File: src/bb3_pkg.sv
// Shared types, constants and codes for the 3x3 RGB box blur core.
package bb3_pkg;

  // Default line store depth in pixels
  localparam int DEF_MAX_WIDTH = 1024;

  // Field widths
  localparam int CH_W      = 8;
  localparam int WCFG_W    = 11;
  localparam int HCFG_W    = 16;
  localparam int PEND_W    = 11;
  localparam int NUM_BANKS = 4;
  localparam int BANK_W    = 2;
  localparam int APB_AW    = 3;
  localparam int APB_DW    = 32;

  // Input op codes
  localparam logic OP_PIXEL = 1'b0;
  localparam logic OP_DRAIN = 1'b1;

  // Register indexes (paddr[2])
  localparam logic REG_WIDTH  = 1'b0;
  localparam logic REG_HEIGHT = 1'b1;

  // Register reset values
  localparam logic [WCFG_W-1:0] WIDTH_RST  = 11'd640;
  localparam logic [HCFG_W-1:0] HEIGHT_RST = 16'd480;

  // Read port slots of the line stores
  localparam int COL_CTR = 0;
  localparam int COL_RGT = 1;

  typedef struct packed {
    logic [CH_W-1:0] red;
    logic [CH_W-1:0] green;
    logic [CH_W-1:0] blue;
  } pix_t;

  // Per-result window control handed from the sequencer to the datapath
  typedef struct packed {
    logic [BANK_W-1:0] bank_mid;
    logic              has_top;
    logic              has_bot;
    logic              has_left;
    logic              has_right;
    logic              frame_end;
  } win_ctl_t;

  // Center and right column reads of every bank
  typedef pix_t [1:0] pix_pair_t;

endpackage

File: src/bb3_ctrl.sv
// Frame position counters, pending result count and window control.
module bb3_ctrl #(
  parameter int MAX_WIDTH = bb3_pkg::DEF_MAX_WIDTH
) (
  input  logic                                  clk,
  input  logic                                  rst_n,
  input  logic                                  acc,
  input  logic                                  op,
  input  logic                                  restart,
  input  logic [bb3_pkg::WCFG_W-1:0]            uw,
  input  logic [bb3_pkg::HCFG_W-1:0]            uh,
  output logic                                  pix,
  output logic [bb3_pkg::BANK_W-1:0]            wr_bank,
  output logic [$clog2(MAX_WIDTH)-1:0]          wr_addr,
  output logic                                  emit,
  output bb3_pkg::win_ctl_t                     ctl,
  output logic [$clog2(MAX_WIDTH)-1:0]          rd_addr_ctr,
  output logic [$clog2(MAX_WIDTH)-1:0]          rd_addr_rgt
);
  import bb3_pkg::*;

  localparam int COL_W = $clog2(MAX_WIDTH);

  logic [COL_W-1:0]  in_col_r, in_col_nxt;
  logic [HCFG_W-1:0] in_row_r, in_row_nxt;
  logic [COL_W-1:0]  out_col_r, out_col_nxt;
  logic [HCFG_W-1:0] out_row_r, out_row_nxt;
  logic [PEND_W-1:0] pend_r, pend_nxt;

  logic              first, in_last_col, in_last_row;
  logic              out_last_col, out_last_row;
  logic [PEND_W-1:0] pend_base, pend_add;
  logic [PEND_W:0]   delta, pend_sum;
  logic [COL_W-1:0]  ocol_base;
  logic [HCFG_W-1:0] orow_base;

  // Input side: where this pixel lands and how many results it frees
  always_comb begin
    pix         = (op == OP_PIXEL);
    first       = (in_row_r == '0) && (in_col_r == '0);
    in_last_col = (32'(in_col_r) == (32'(uw) - 32'd1));
    in_last_row = (in_row_r == (uh - 16'd1));

    // first pixel of a frame drops whatever the last frame left behind
    pend_base = (pix && first) ? '0 : pend_r;
    ocol_base = (pix && first) ? '0 : out_col_r;
    orow_base = (pix && first) ? '0 : out_row_r;

    delta = '0;
    if (pix && (in_row_r != '0)) begin
      if (in_last_col && in_last_row) begin
        delta = 12'(uw) + 12'd2;
      end else if (in_last_col) begin
        delta = 12'd2;
      end else if (in_col_r != '0) begin
        delta = 12'd1;
      end
    end
    pend_sum = 12'(pend_base) + delta;
    pend_add = pend_sum[PEND_W-1:0];

    emit     = (pend_add != '0);
    pend_nxt = emit ? (pend_add - 11'd1) : pend_add;

    in_col_nxt = in_col_r;
    in_row_nxt = in_row_r;
    if (pix) begin
      if (in_last_col) begin
        in_col_nxt = '0;
        in_row_nxt = in_last_row ? '0 : (in_row_r + 16'd1);
      end else begin
        in_col_nxt = in_col_r + COL_W'(1);
      end
    end
  end

  // Output side: position and neighborhood of the result emitted now
  always_comb begin
    out_last_col = (32'(ocol_base) == (32'(uw) - 32'd1));
    out_last_row = (orow_base == (uh - 16'd1));

    out_col_nxt = ocol_base;
    out_row_nxt = orow_base;
    if (emit) begin
      if (out_last_col) begin
        out_col_nxt = '0;
        out_row_nxt = out_last_row ? '0 : (orow_base + 16'd1);
      end else begin
        out_col_nxt = ocol_base + COL_W'(1);
      end
    end

    ctl.bank_mid  = orow_base[BANK_W-1:0];
    ctl.has_top   = (orow_base != '0);
    ctl.has_bot   = !out_last_row;
    ctl.has_left  = (ocol_base != '0);
    ctl.has_right = !out_last_col;
    ctl.frame_end = out_last_row && out_last_col;

    rd_addr_ctr = ocol_base;
    rd_addr_rgt = out_last_col ? ocol_base : (ocol_base + COL_W'(1));

    wr_bank = in_row_r[BANK_W-1:0];
    wr_addr = in_col_r;
  end

  // Position and count registers; a register write restarts the frame
  always_ff @(posedge clk) begin
    if (!rst_n || restart) begin
      in_col_r  <= '0;
      in_row_r  <= '0;
      out_col_r <= '0;
      out_row_r <= '0;
      pend_r    <= '0;
    end else if (acc) begin
      in_col_r  <= in_col_nxt;
      in_row_r  <= in_row_nxt;
      out_col_r <= out_col_nxt;
      out_row_r <= out_row_nxt;
      pend_r    <= pend_nxt;
    end
  end

  // Positions stay inside the frame
  a_pos_in_frame: assert property (@(posedge clk) disable iff (!rst_n)
    (32'(in_col_r) < 32'(uw)) && (32'(out_col_r) < 32'(uw)) && (in_row_r < uh))
    else $error("bb3_ctrl: position outside frame");

  // A drain with nothing pending produces no result
  a_drain_idle: assert property (@(posedge clk) disable iff (!rst_n)
    (acc && (op == OP_DRAIN) && (pend_r == '0)) |-> !emit)
    else $error("bb3_ctrl: drain emitted with nothing pending");

  // Register write brings the frame back to its start
  a_restart: assert property (@(posedge clk) disable iff (!rst_n)
    restart |=> (in_col_r == '0) && (in_row_r == '0) && (pend_r == '0))
    else $error("bb3_ctrl: frame not restarted after register write");

endmodule

File: config.mk
export PLATFORM = sky130hd
export DESIGN_NAME = bb3_ctrl
export DESIGN_NICKNAME = d
export VERILOG_FILES = /design/src/bb3_pkg.sv /design/src/bb3_ctrl.sv
export SDC_FILE = /design/constraint.sdc
export NUM_CORES = 1
export LEC_CHECK = 0
export ABC_AREA = 1
export BUFFER_PORTS_ARGS = -buffer_cell sky130_fd_sc_hd__buf_4
export CAP_MARGIN = 25
export CORE_ASPECT_RATIO = 0.9
export CORE_MARGIN = 3
export CORE_UTILIZATION = 55
export CTS_BUF_LIST = sky130_fd_sc_hd__clkbuf_16
export DETAILED_ROUTE_END_ITERATION = 10
export PLACE_DENSITY_LB_ADDON = 0.08
export SKIP_CTS_REPAIR_TIMING = 1
export SLEW_MARGIN = 20
export SYNTH_ARGS = -nofsm -noshare
export SYNTH_HDL_FRONTEND = slang
export SYNTH_SLANG_ARGS = --single-unit
File: constraint.sdc
create_clock -name clk -period 6.55 [get_ports clk]
set_input_delay 1.31 -clock clk [delete_from_list [all_inputs] [get_ports clk]]
set_output_delay 1.31 -clock clk [all_outputs]
set_load 0.02 [all_outputs]
==> metrics.md <==
| Metric | Value |
|---|---|
| Clock period minus worst slack | between 6000 and 7000 ps |
| Post-synth top area cell | nand2_1 |
| Synth top cells by count | nand2_1 (389), inv_1 (172), nor2_1 (158) |
| Slew @ Worst Pin | 629.7 ps |
| Critical path data arrival time | 5230 ps |
| Routed vias | about 9000 |
| Port bufs | just over 70 |
| Layout Nets | about 1500 |
| Slowest cell delay on critical path | 290 ps |
| Max rail drop VDD | around 0.00016 V |
| DRT Pass-1 Iters | 6 |
| Worst Setup Path Type | in -> out |
| Tot Pwr | about 1.2 mW |
| I/O Pins | 73 |
| CTS Sinks | 63 |
| Final period utilization | 99.91% |
| Grt total ovfl | 0 |
| Setup WS pre-CTS | -35.54 ps |
| RSZ-0062 raised after global routing | true |
| CTS buffer count | 9 |
| Clock latency on the worst-skew pair | about 350 ps |
| Slowest-stage cell, CP | ha_1 |
| Die area | roughly 15000 µm² |
| Met3 usage | 5.992% |
| Routability cong. | between 0.9 and 1 |
| Largest net degree at the start of global routing | between 40 and 50 |
| Reg clk slew, reported paths | approximately 60 ps |
| Synth Flop Type | dfxtp_1 |
| Final setup viols | 0 |
| Max clock buf depth | 2 |
| Die Y-Extent | ~120 µm |
| R2R Setup Slk | 1640 ps |
| Area Overhead vs Synth | 22.74% |
| Clock skew | a little under 7 ps |
| Outcome | finished clean |
| CP Max Fanout | 6 |
| # diodes | 0 |
| Yosys top cell area share | 20.09% |
| Share of cells above drive strength 1 | 19.07% |
| Met2 Usage GRT | around half |
| Max Slew Vio Count | 0 |
| Startpoint Class | input pin |
| CP Capture Type | output pin |
| Worst Hold Class | reg -> reg |
| Post-synthesis async set-or-reset flop share | 0% |
| Pleak | around 4.4 nW |
| Setup_tns | 0 ps |
| Starting density of the core | 56.85% |
| Unique masters post-synth | 43 |
| Post-DP HPWL | between 15000 and 20000 µm |
| Synth area leaders | nand2_1 (20%), dfxtp_1 (17%), nand3_1 (10%), inv_1 (8.9%), nor2_1 (8.2%) |
| Global routing's busiest layer | met2 |
| Post-route ant nets | 0 |
| Post-synth EDFFs | 0 |
| CTS tree | yes |
| WL per Instance | 15.38 µm |
| Design Area, Final | just under 9000 µm² |
| DR vias/cell | approximately 5.6 |
| Final Routed Wirelength | ~25000 µm |
| Vias in the first global route | between 7000 and 8000 |
| Final Hold Viols | 0 |
| Worst EP required | roughly 5200 ps |
| Post-Syn Area | 7268 µm² |
| Placeable Area | between 10000 and 15000 µm² |
| Post-DP Area | about 8300 µm² |
| Post-Syn Nets | 1367 |
| DRC Markers | 0 |
| CTS HTree Levels | 3 |
| Syn_area_per_cell | between 5 and 6 µm² |
| Max_slew headroom | a little under 60% |
| Rows | 39 |
| Syn Inst Count | 1310 |
| Initial antenna violation count | 0 |
| Yosys reg bits | 63 |
| Gr usage total | 32.34% |
| Power density cells | about 130 nW/µm² |
| Worst Setup Slack, final | a little under 6 ps |
| Grt met1 use | roughly 48% |
| Sequential area share after synthesis | 17.35% |
| Root Driver | clkbuf_16 |
| DRT iter0 DRCs | roughly 1000 |
| First-pass GRT wire length | slightly below 40000 µm |
| Cell with the most instances after synthesis | nand2_1 |
| Peak Freq | around 150 MHz |
| Cell mode on critical path | nand2_2 |
| Number of max-cap violations | 0 |
| Chip width | approximately 130 µm |
| # fillers | about 1200 |
| Synth warn | 0 |
==> layout make-up <==
| cell class | count | area [µm²] | share of cell area [%] |
|---|---|---|---|
| Sequential cell | 63 | 1261 | 14.14 |
| Multi-Input combinational cell | 1032 | 5385 | 60.36 |
| Inverter | 185 | 701.9 | 7.868 |
| Clock buffer | 9 | 225.2 | 2.525 |
| Tap cell | 164 | 205.2 | 2.300 |
| Clock inverter | 6 | 53.80 | 0.6031 |
| Timing Repair Buffer | 142 | 1089 | 12.20 |
==> sequential cells by signal, indices dropped and copies added (netlist names) <==
signal     count
in_row_r      16
out_row_r     16
pend_r        11
out_col_r     10
wr_addr       10
==> path summary, 6_finish.rpt <==
check        cells after the start      endpoint   startpoint
min reg2reg                      2     pend_r[9]    pend_r[9]
min                              2     pend_r[9]    pend_r[9]
max                             33          emit        uw[2]
max reg2reg                     30  out_col_r[7]  in_row_r[1]
==> worst max-delay path: cells and delay by family <==
| kind | cells | cell delay [ps] |
|---|---|---|
| simple gates | 19 | 2060 |
| compound gates | 2 | 290 |
| buf+inv | 9 | 840 |
| fa+ha+maj | 2 | 470 |
| xor+xnor | 1 | 250 |
==> logic make-up (layout without fill, tap and decap cells) <==
logic type	count (synthesis)	after routing	synth area share [%]
buf+inv	215	342	11.96
xor+xnor	45	45	5.423
simple gates	841	841	51.94
compound gates	121	121	8.917
fa+ha+maj	25	25	4.407
flops	63	63	17.35
==> layout by cell type, fill, tap and decap left out, types with 2 or more instances in the layout <==
cell type,instances
nor2_1,153
a31oi_1,6
ha_4,2
a211oi_1,5
xor2_1,28
nand3b_1,10
buf_4,138
o21bai_1,3
clkbuf_16,9
nor3_1,22
nand2_2,40
o21ai_2,3
ha_2,2
inv_4,3
ha_1,20
a21oi_2,2
xnor2_2,2
nand4_1,45
clkinv_1,4
nand3_1,140
nand2_4,3
xnor2_1,14
dfxtp_1,63
o21ai_0,43
nor2_2,15
o21ai_1,4
or2_2,3
inv_2,13
nand2_1,365
inv_1,168
nor4_1,10
nor3b_1,3
nand3_2,6
nor2_4,13
buf_8,2
buf_6,2
a21oi_1,52
nor3_2,4
==> power breakdown <==
group          leakage, nW  total [mW]  internal (mW)  switching, mW
clock network        0.138       0.480          0.288          0.192
logic                 3.77       0.326          0.118          0.208
registers            0.509       0.395          0.389        0.00581
==> per-layer routing <==
layer  vias to the layer above  share of wire [%]  routed length, µm
met5                         -                  0                  0
met4                         0                1.9                460
met3                        36                9.1               2232
met2                       414                 44              10760
met1                      4003                 45              11170
li1                       4474                  -                  -
==> metrics by stage <==
stage | cells | util (%) | hold slack [ps]
floorplan | 1310 | - | 445.3
global placement | 1573 | 64.66 | 454.9
detailed placement | 1573 | 64.66 | 471.9
CTS | 1588 | 66.84 | 481.4
global route | 1601 | 69.78 | 510.8
finish | 1601 | 69.78 | 477.1
Power figures use the tool's default switching activity.
