$ cat src/bb3_pkg.sv
// Shared types, constants and codes for the 3x3 RGB box blur core.
package bb3_pkg;

  // Default line store depth in pixels
  localparam int DEF_MAX_WIDTH = 1024;

  // Field widths
  localparam int CH_W      = 8;
  localparam int WCFG_W    = 11;
  localparam int HCFG_W    = 16;
  localparam int PEND_W    = 11;
  localparam int NUM_BANKS = 4;
  localparam int BANK_W    = 2;
  localparam int APB_AW    = 3;
  localparam int APB_DW    = 32;

  // Input op codes
  localparam logic OP_PIXEL = 1'b0;
  localparam logic OP_DRAIN = 1'b1;

  // Register indexes (paddr[2])
  localparam logic REG_WIDTH  = 1'b0;
  localparam logic REG_HEIGHT = 1'b1;

  // Register reset values
  localparam logic [WCFG_W-1:0] WIDTH_RST  = 11'd640;
  localparam logic [HCFG_W-1:0] HEIGHT_RST = 16'd480;

  // Read port slots of the line stores
  localparam int COL_CTR = 0;
  localparam int COL_RGT = 1;

  typedef struct packed {
    logic [CH_W-1:0] red;
    logic [CH_W-1:0] green;
    logic [CH_W-1:0] blue;
  } pix_t;

  // Per-result window control handed from the sequencer to the datapath
  typedef struct packed {
    logic [BANK_W-1:0] bank_mid;
    logic              has_top;
    logic              has_bot;
    logic              has_left;
    logic              has_right;
    logic              frame_end;
  } win_ctl_t;

  // Center and right column reads of every bank
  typedef pix_t [1:0] pix_pair_t;

endpackage

$ cat src/bb3_avg.sv
// Window column sums, rounded average per channel and result register.
module bb3_avg (
  input  logic                                          clk,
  input  logic                                          rst_n,
  input  logic                                          ld,
  input  bb3_pkg::win_ctl_t                             ctl,
  input  bb3_pkg::pix_pair_t [bb3_pkg::NUM_BANKS-1:0]   rd_q,
  output logic                                          s1_free,
  input  logic                                          out_ready,
  output logic                                          out_valid,
  output logic [bb3_pkg::CH_W-1:0]                      out_red,
  output logic [bb3_pkg::CH_W-1:0]                      out_green,
  output logic [bb3_pkg::CH_W-1:0]                      out_blue,
  output logic                                          out_frame_end
);
  import bb3_pkg::*;

  typedef enum logic [1:0] {DIV4, DIV6, DIV9} div_t;

  typedef struct packed {
    logic [9:0] red;
    logic [9:0] green;
    logic [9:0] blue;
  } csum_t;

  typedef struct packed {
    logic [11:0] red;
    logic [11:0] green;
    logic [11:0] blue;
  } tsum_t;

  localparam int          RCP_SH = 15;
  localparam logic [12:0] RCP6   = 13'd5462;
  localparam logic [12:0] RCP9   = 13'd3641;

  // Rounded (s + n/2) / n: by shift for n = 4, by reciprocal multiply for 6 and 9
  function automatic logic [CH_W-1:0] div_round(logic [11:0] s, div_t d);
    logic [12:0] x;
    logic [25:0] p;
    logic [12:0] q;
    x = '0;
    p = '0;
    q = '0;
    case (d)
      DIV4: begin
        x = 13'(s) + 13'd2;
        q = x >> 2;
      end
      DIV6: begin
        x = 13'(s) + 13'd3;
        p = 26'(x) * 26'(RCP6);
        q = p[RCP_SH +: 13];
      end
      DIV9: begin
        x = 13'(s) + 13'd4;
        p = 26'(x) * 26'(RCP9);
        q = p[RCP_SH +: 13];
      end
      default: q = '0;
    endcase
    return q[CH_W-1:0];
  endfunction

  logic     s1_valid_r, s2_valid_r, out_valid_r;
  win_ctl_t s1_ctl_r;
  csum_t    left_sum_r;
  tsum_t    s2_sum_r;
  div_t     s2_div_r;
  logic     s2_fe_r;
  pix_t     out_pix_r;
  logic     out_fe_r;

  logic              out_free, s2_free;
  logic [BANK_W-1:0] bank_top, bank_bot;
  csum_t             col [2];
  csum_t             lft, rgt;
  tsum_t             tot;
  div_t              div_sel;
  pix_t              pt, pm, pb;

  // Stage handshake: each stage moves when the one after it has room
  assign out_free = !out_valid_r || out_ready;
  assign s2_free  = !s2_valid_r || out_free;
  assign s1_free  = !s1_valid_r || s2_free;

  // Column sums over the rows present, then the three-column total and the divisor choice
  always_comb begin
    bank_top = s1_ctl_r.bank_mid - BANK_W'(1);
    bank_bot = s1_ctl_r.bank_mid + BANK_W'(1);
    for (int p = 0; p < 2; p++) begin
      pt = s1_ctl_r.has_top ? rd_q[bank_top][p] : '0;
      pm = rd_q[s1_ctl_r.bank_mid][p];
      pb = s1_ctl_r.has_bot ? rd_q[bank_bot][p] : '0;
      col[p].red   = 10'(pt.red)   + 10'(pm.red)   + 10'(pb.red);
      col[p].green = 10'(pt.green) + 10'(pm.green) + 10'(pb.green);
      col[p].blue  = 10'(pt.blue)  + 10'(pm.blue)  + 10'(pb.blue);
    end
    lft = s1_ctl_r.has_left  ? left_sum_r   : '0;
    rgt = s1_ctl_r.has_right ? col[COL_RGT] : '0;
    tot.red   = 12'(lft.red)   + 12'(col[COL_CTR].red)   + 12'(rgt.red);
    tot.green = 12'(lft.green) + 12'(col[COL_CTR].green) + 12'(rgt.green);
    tot.blue  = 12'(lft.blue)  + 12'(col[COL_CTR].blue)  + 12'(rgt.blue);

    if ((s1_ctl_r.has_top && s1_ctl_r.has_bot) && (s1_ctl_r.has_left && s1_ctl_r.has_right)) begin
      div_sel = DIV9;
    end else if ((s1_ctl_r.has_top && s1_ctl_r.has_bot) ||
                 (s1_ctl_r.has_left && s1_ctl_r.has_right)) begin
      div_sel = DIV6;
    end else begin
      div_sel = DIV4;
    end
  end

  // Stage valid bits
  always_ff @(posedge clk) begin
    if (!rst_n) begin
      s1_valid_r  <= 1'b0;
      s2_valid_r  <= 1'b0;
      out_valid_r <= 1'b0;
    end else begin
      if (s1_free) begin
        s1_valid_r <= ld;
      end
      if (s2_free) begin
        s2_valid_r <= s1_valid_r;
      end
      if (out_free) begin
        out_valid_r <= s2_valid_r;
      end
    end
  end

  // Stage payload; the center column sum becomes the next result's left column
  always_ff @(posedge clk) begin
    if (s1_free) begin
      s1_ctl_r <= ctl;
    end
    if (s1_valid_r && s2_free) begin
      left_sum_r <= col[COL_CTR];
    end
    if (s2_free) begin
      s2_sum_r <= tot;
      s2_div_r <= div_sel;
      s2_fe_r  <= s1_ctl_r.frame_end;
    end
    if (out_free) begin
      out_pix_r.red   <= div_round(s2_sum_r.red, s2_div_r);
      out_pix_r.green <= div_round(s2_sum_r.green, s2_div_r);
      out_pix_r.blue  <= div_round(s2_sum_r.blue, s2_div_r);
      out_fe_r        <= s2_fe_r;
    end
  end

  assign out_valid     = out_valid_r;
  assign out_red       = out_pix_r.red;
  assign out_green     = out_pix_r.green;
  assign out_blue      = out_pix_r.blue;
  assign out_frame_end = out_fe_r;

  // Input is held off only when every stage is full and the output is stalled
  a_full_stall: assert property (@(posedge clk) disable iff (!rst_n)
    !s1_free |-> s1_valid_r && s2_valid_r && out_valid_r && !out_ready)
    else $error("bb3_avg: input held off with room in the pipeline");

  // A result stuck at the output keeps the stage behind it from moving
  a_s2_hold: assert property (@(posedge clk) disable iff (!rst_n)
    (s2_valid_r && out_valid_r && !out_ready) |=> s2_valid_r)
    else $error("bb3_avg: stage two lost a result during stall");

endmodule

$ cat config.mk
export PLATFORM = sky130hd
export DESIGN_NAME = bb3_avg
export DESIGN_NICKNAME = d
export VERILOG_FILES = /design/src/bb3_pkg.sv /design/src/bb3_avg.sv
export SDC_FILE = /design/constraint.sdc
export NUM_CORES = 2
export LEC_CHECK = 0
export BUFFER_PORTS_ARGS = -buffer_cell sky130_fd_sc_hd__buf_2
export CORE_AREA = 4 4 220 222
export CTS_BUF_LIST = sky130_fd_sc_hd__clkbuf_8 sky130_fd_sc_hd__clkbuf_16
export DETAILED_ROUTE_END_ITERATION = 6
export DIE_AREA = 0 0 224 226
export PLACE_DENSITY_LB_ADDON = 0.12
export SYNTH_ARGS = -nofsm -noshare
export SYNTH_HDL_FRONTEND = slang
export SYNTH_SLANG_ARGS = --single-unit
$ cat constraint.sdc
create_clock -name clk -period 12 [get_ports clk]
set_clock_uncertainty 0.1 [all_clocks]
set_input_delay 3.6 -clock clk [delete_from_list [all_inputs] [get_ports clk]]
set_output_delay 3.6 -clock clk [all_outputs]
set_load 0.01 [all_outputs]
==> impl_metrics.env <==
export IMPL_grt_usage_pct=25.2
export IMPL_crit_required_ns=8.30
export IMPL_drtIter0Drc=726
export IMPL_rows=79
export IMPL_cp_slowest_cell="nand3_1"
export IMPL_hold_buffers=0
export IMPL_area_growth_pct=7.32
export IMPL_setup_worst_path_start="out_ready"
export IMPL_min_period_ns=8.36
export IMPL_die_x_um=224
export IMPL_period_share_pct=69.7
export IMPL_start_util_pct=59.3
export IMPL_overflow=0
export IMPL_synth_top_area_cell="ha_1"
export IMPL_synth_area_per_cell_um2=9.84
export IMPL_wl_per_cell_um=17.3
export IMPL_whs_path_depth=0
export IMPL_synth_main_ff_cell="edfxtp_1"
export IMPL_max_stage_delay_ns=0.40
export IMPL_cp_common_cell="buf_2"
export IMPL_clock_latency_ns=0.39
export IMPL_worst_hold_path_type="reg2reg"
export IMPL_io_buffers=229
export IMPL_synth_distinct_cells=56
export IMPL_final_antenna_net_count=0
export IMPL_ff2ff_path_depth=25
export IMPL_critPathCaptureType="primary output"
export IMPL_vias_per_cell=5.49
export IMPL_hpwl_um=54600
export IMPL_min_from="s1_ctl_r[0]"
export IMPL_ys_async_sr_fraction_pct=0
export IMPL_setup_viol=0
export IMPL_via_count=19646
export IMPL_status="complete, no violations"
export IMPL_place_area_um2=29200
export IMPL_max_slew_margin_pct=33.9
export IMPL_start_kind="input port"
export IMPL_fmax_ghz=0.120
export IMPL_design_area_um2=29500
export IMPL_synth_edf_count=101
export IMPL_post_cts_resized=0
export IMPL_drive_above_1_share_pct=13.8
export IMPL_synth_area_leaders="ha_1 23%, fa_1 22%, mux4_2 12%, edfxtp_1 11%, inv_1 9.2%"
export IMPL_setup_tns_ns=0
export IMPL_core_um2=46400
export IMPL_postCtsSetupBuffers=0
export IMPL_grt_pass1_wl_um=104000
export IMPL_path_cells="buf_2 -> nor2b_1 -> nand3_1 -> buf_2"
export IMPL_maxCapViolCount=0
export IMPL_htreeDepth=3
export IMPL_critPathKind="in2out"
export IMPL_yosysMostFrequentCell="inv_1"
export IMPL_drt_total_wl_um=61800
export IMPL_cts_buffer_depth=2
export IMPL_final_cells=3578
export IMPL_slew_violations=0
export IMPL_grt_max_degree=145
export IMPL_die_h_um=226
export IMPL_worstPathArrival_ns=4.66
export IMPL_fillers=3836
export IMPL_dp_cells=3560
export IMPL_gp_congestion=0.939
export IMPL_dr_pass1_iters=6
export IMPL_io_pin_count=230
export IMPL_die_area_um2=50600
export IMPL_synth_seq_cells=104
export IMPL_synth_top_area_share_pct=22.6
export IMPL_grt_antenna_before_repair=2
export IMPL_postSynthCellCount=2794
export IMPL_yosysWarnings=0
export IMPL_cts_sinks=104
export IMPL_path_clk_slew_ns=0.08
export IMPL_netlist_top_cells_count="675 x inv_1, 497 x ha_1, 296 x fa_1"
export IMPL_cts_tree="yes"
export IMPL_grt_pass1_vias=20987
export IMPL_syn_num_nets=3790
export IMPL_hold_viol=0
export IMPL_cts_buffers=9
export IMPL_root_buffer="clkbuf_16"
export IMPL_critPathMaxFanout=9
export IMPL_syn_area_um2=27500
export IMPL_worst_pin_slew_ns=0.991
export IMPL_drc=0
export IMPL_yosysSeqAreaShare_pct=11.3
export IMPL_rsz0062_at_grt="false"
export IMPL_layout_nets=3960
export IMPL_r2r_start="s2_sum_r[15]"
==> critical path, delay by kind of cell <==
kind,cells,cell delay [ns]
and+or+nand+nor,2,0.69
buffers and inverters,2,0.37
==> layer usage <==
layer | track usage [%] | share of wire [%]
met1 | 33.2 | 44
met4 | 5.85 | 2.0
met2 | 45.2 | 50
met3 | 2.85 | 4.3
met5 | 0 | 0.032
==> flip-flops by register name, indices dropped and copies added, names as in the netlist, 2 cells and up <==
signal	count
left_sum_r	30
s1_ctl_r	7
s2_div_r	2
s2_sum_r	36
out_blue	8
out_red	8
out_green	8
==> cells in the final DEF (no fill, tap or decap), types with 5 or more instances in the layout <==
master       n
a21o_1      39
o21ai_0     56
o22ai_1     17
o21bai_1    22
o221ai_1     5
nor2b_1     20
buf_2      229
mux4_2     144
mux2i_1      6
nor2_1      90
o21a_1      13
and2_1      25
edfxtp_1   101
a21oi_1    103
nand3_1     26
nand2_1    195
clkbuf_16    9
a21boi_0     9
nand4_1     15
nor3_1      17
xor2_1      84
nor3b_1      6
buf_4        9
ha_1       497
fa_1       296
or3_1        9
nand2b_1    11
xnor2_1    164
inv_1      675
a211oi_1     7
nand3b_1     7
and3_1       5
==> final timing paths <==
| check | to | slack [ns] |
|---|---|---|
| worst max register to register | out_green[5] | 4.22 |
| worst max-delay path | s1_free | 3.64 |
| worst min register to register | s2_fe_r | 0.32 |
| worst min-delay path | s2_fe_r | 0.32 |
==> kinds of logic after synthesis <==
logic type               Yosys count  synth area share (%)
AO/OA/AOI/OAI                    305                  7.01
buffers and inverters            756                  10.3
multiplexers                     151                  12.1
AND/OR/NAND/NOR                  437                  7.27
flip-flops                       104                  11.3
XOR/XNOR                         248                  7.90
adder cells (fa/ha/maj)          793                  44.2
==> stage by stage <==
| stage | hold slack [ns] | util (%) | worst slack [ns] |
|---|---|---|---|
| after CTS | 0.327 | 63.6 | 3.63 |
| after global routing | 0.331 | 63.6 | 3.48 |
| after global placement | 0.304 | 63.0 | 3.69 |
| after detailed placement | 0.308 | 63.0 | 3.63 |
| final | 0.325 | 63.6 | 3.64 |
| after floorplan | 0.300 | - | 4.15 |
==> cell type report <==
class | count | area [um^2] | area share, %
clock inverters | 7 | 71.3 | 0.242
inverters | 675 | 2530 | 8.59
diodes | 2 | 5.00 | 0.0170
clock buffers | 9 | 225 | 0.763
repair buffers | 240 | 1250 | 4.25
flip-flops and latches | 104 | 3090 | 10.5
well taps | 607 | 759 | 2.57
multi-input cells | 1934 | 21600 | 73.1
Power is left out: the tool's default activity adds up to more than one toggle a clock period on the data nets, which glitch-free logic cannot reach.
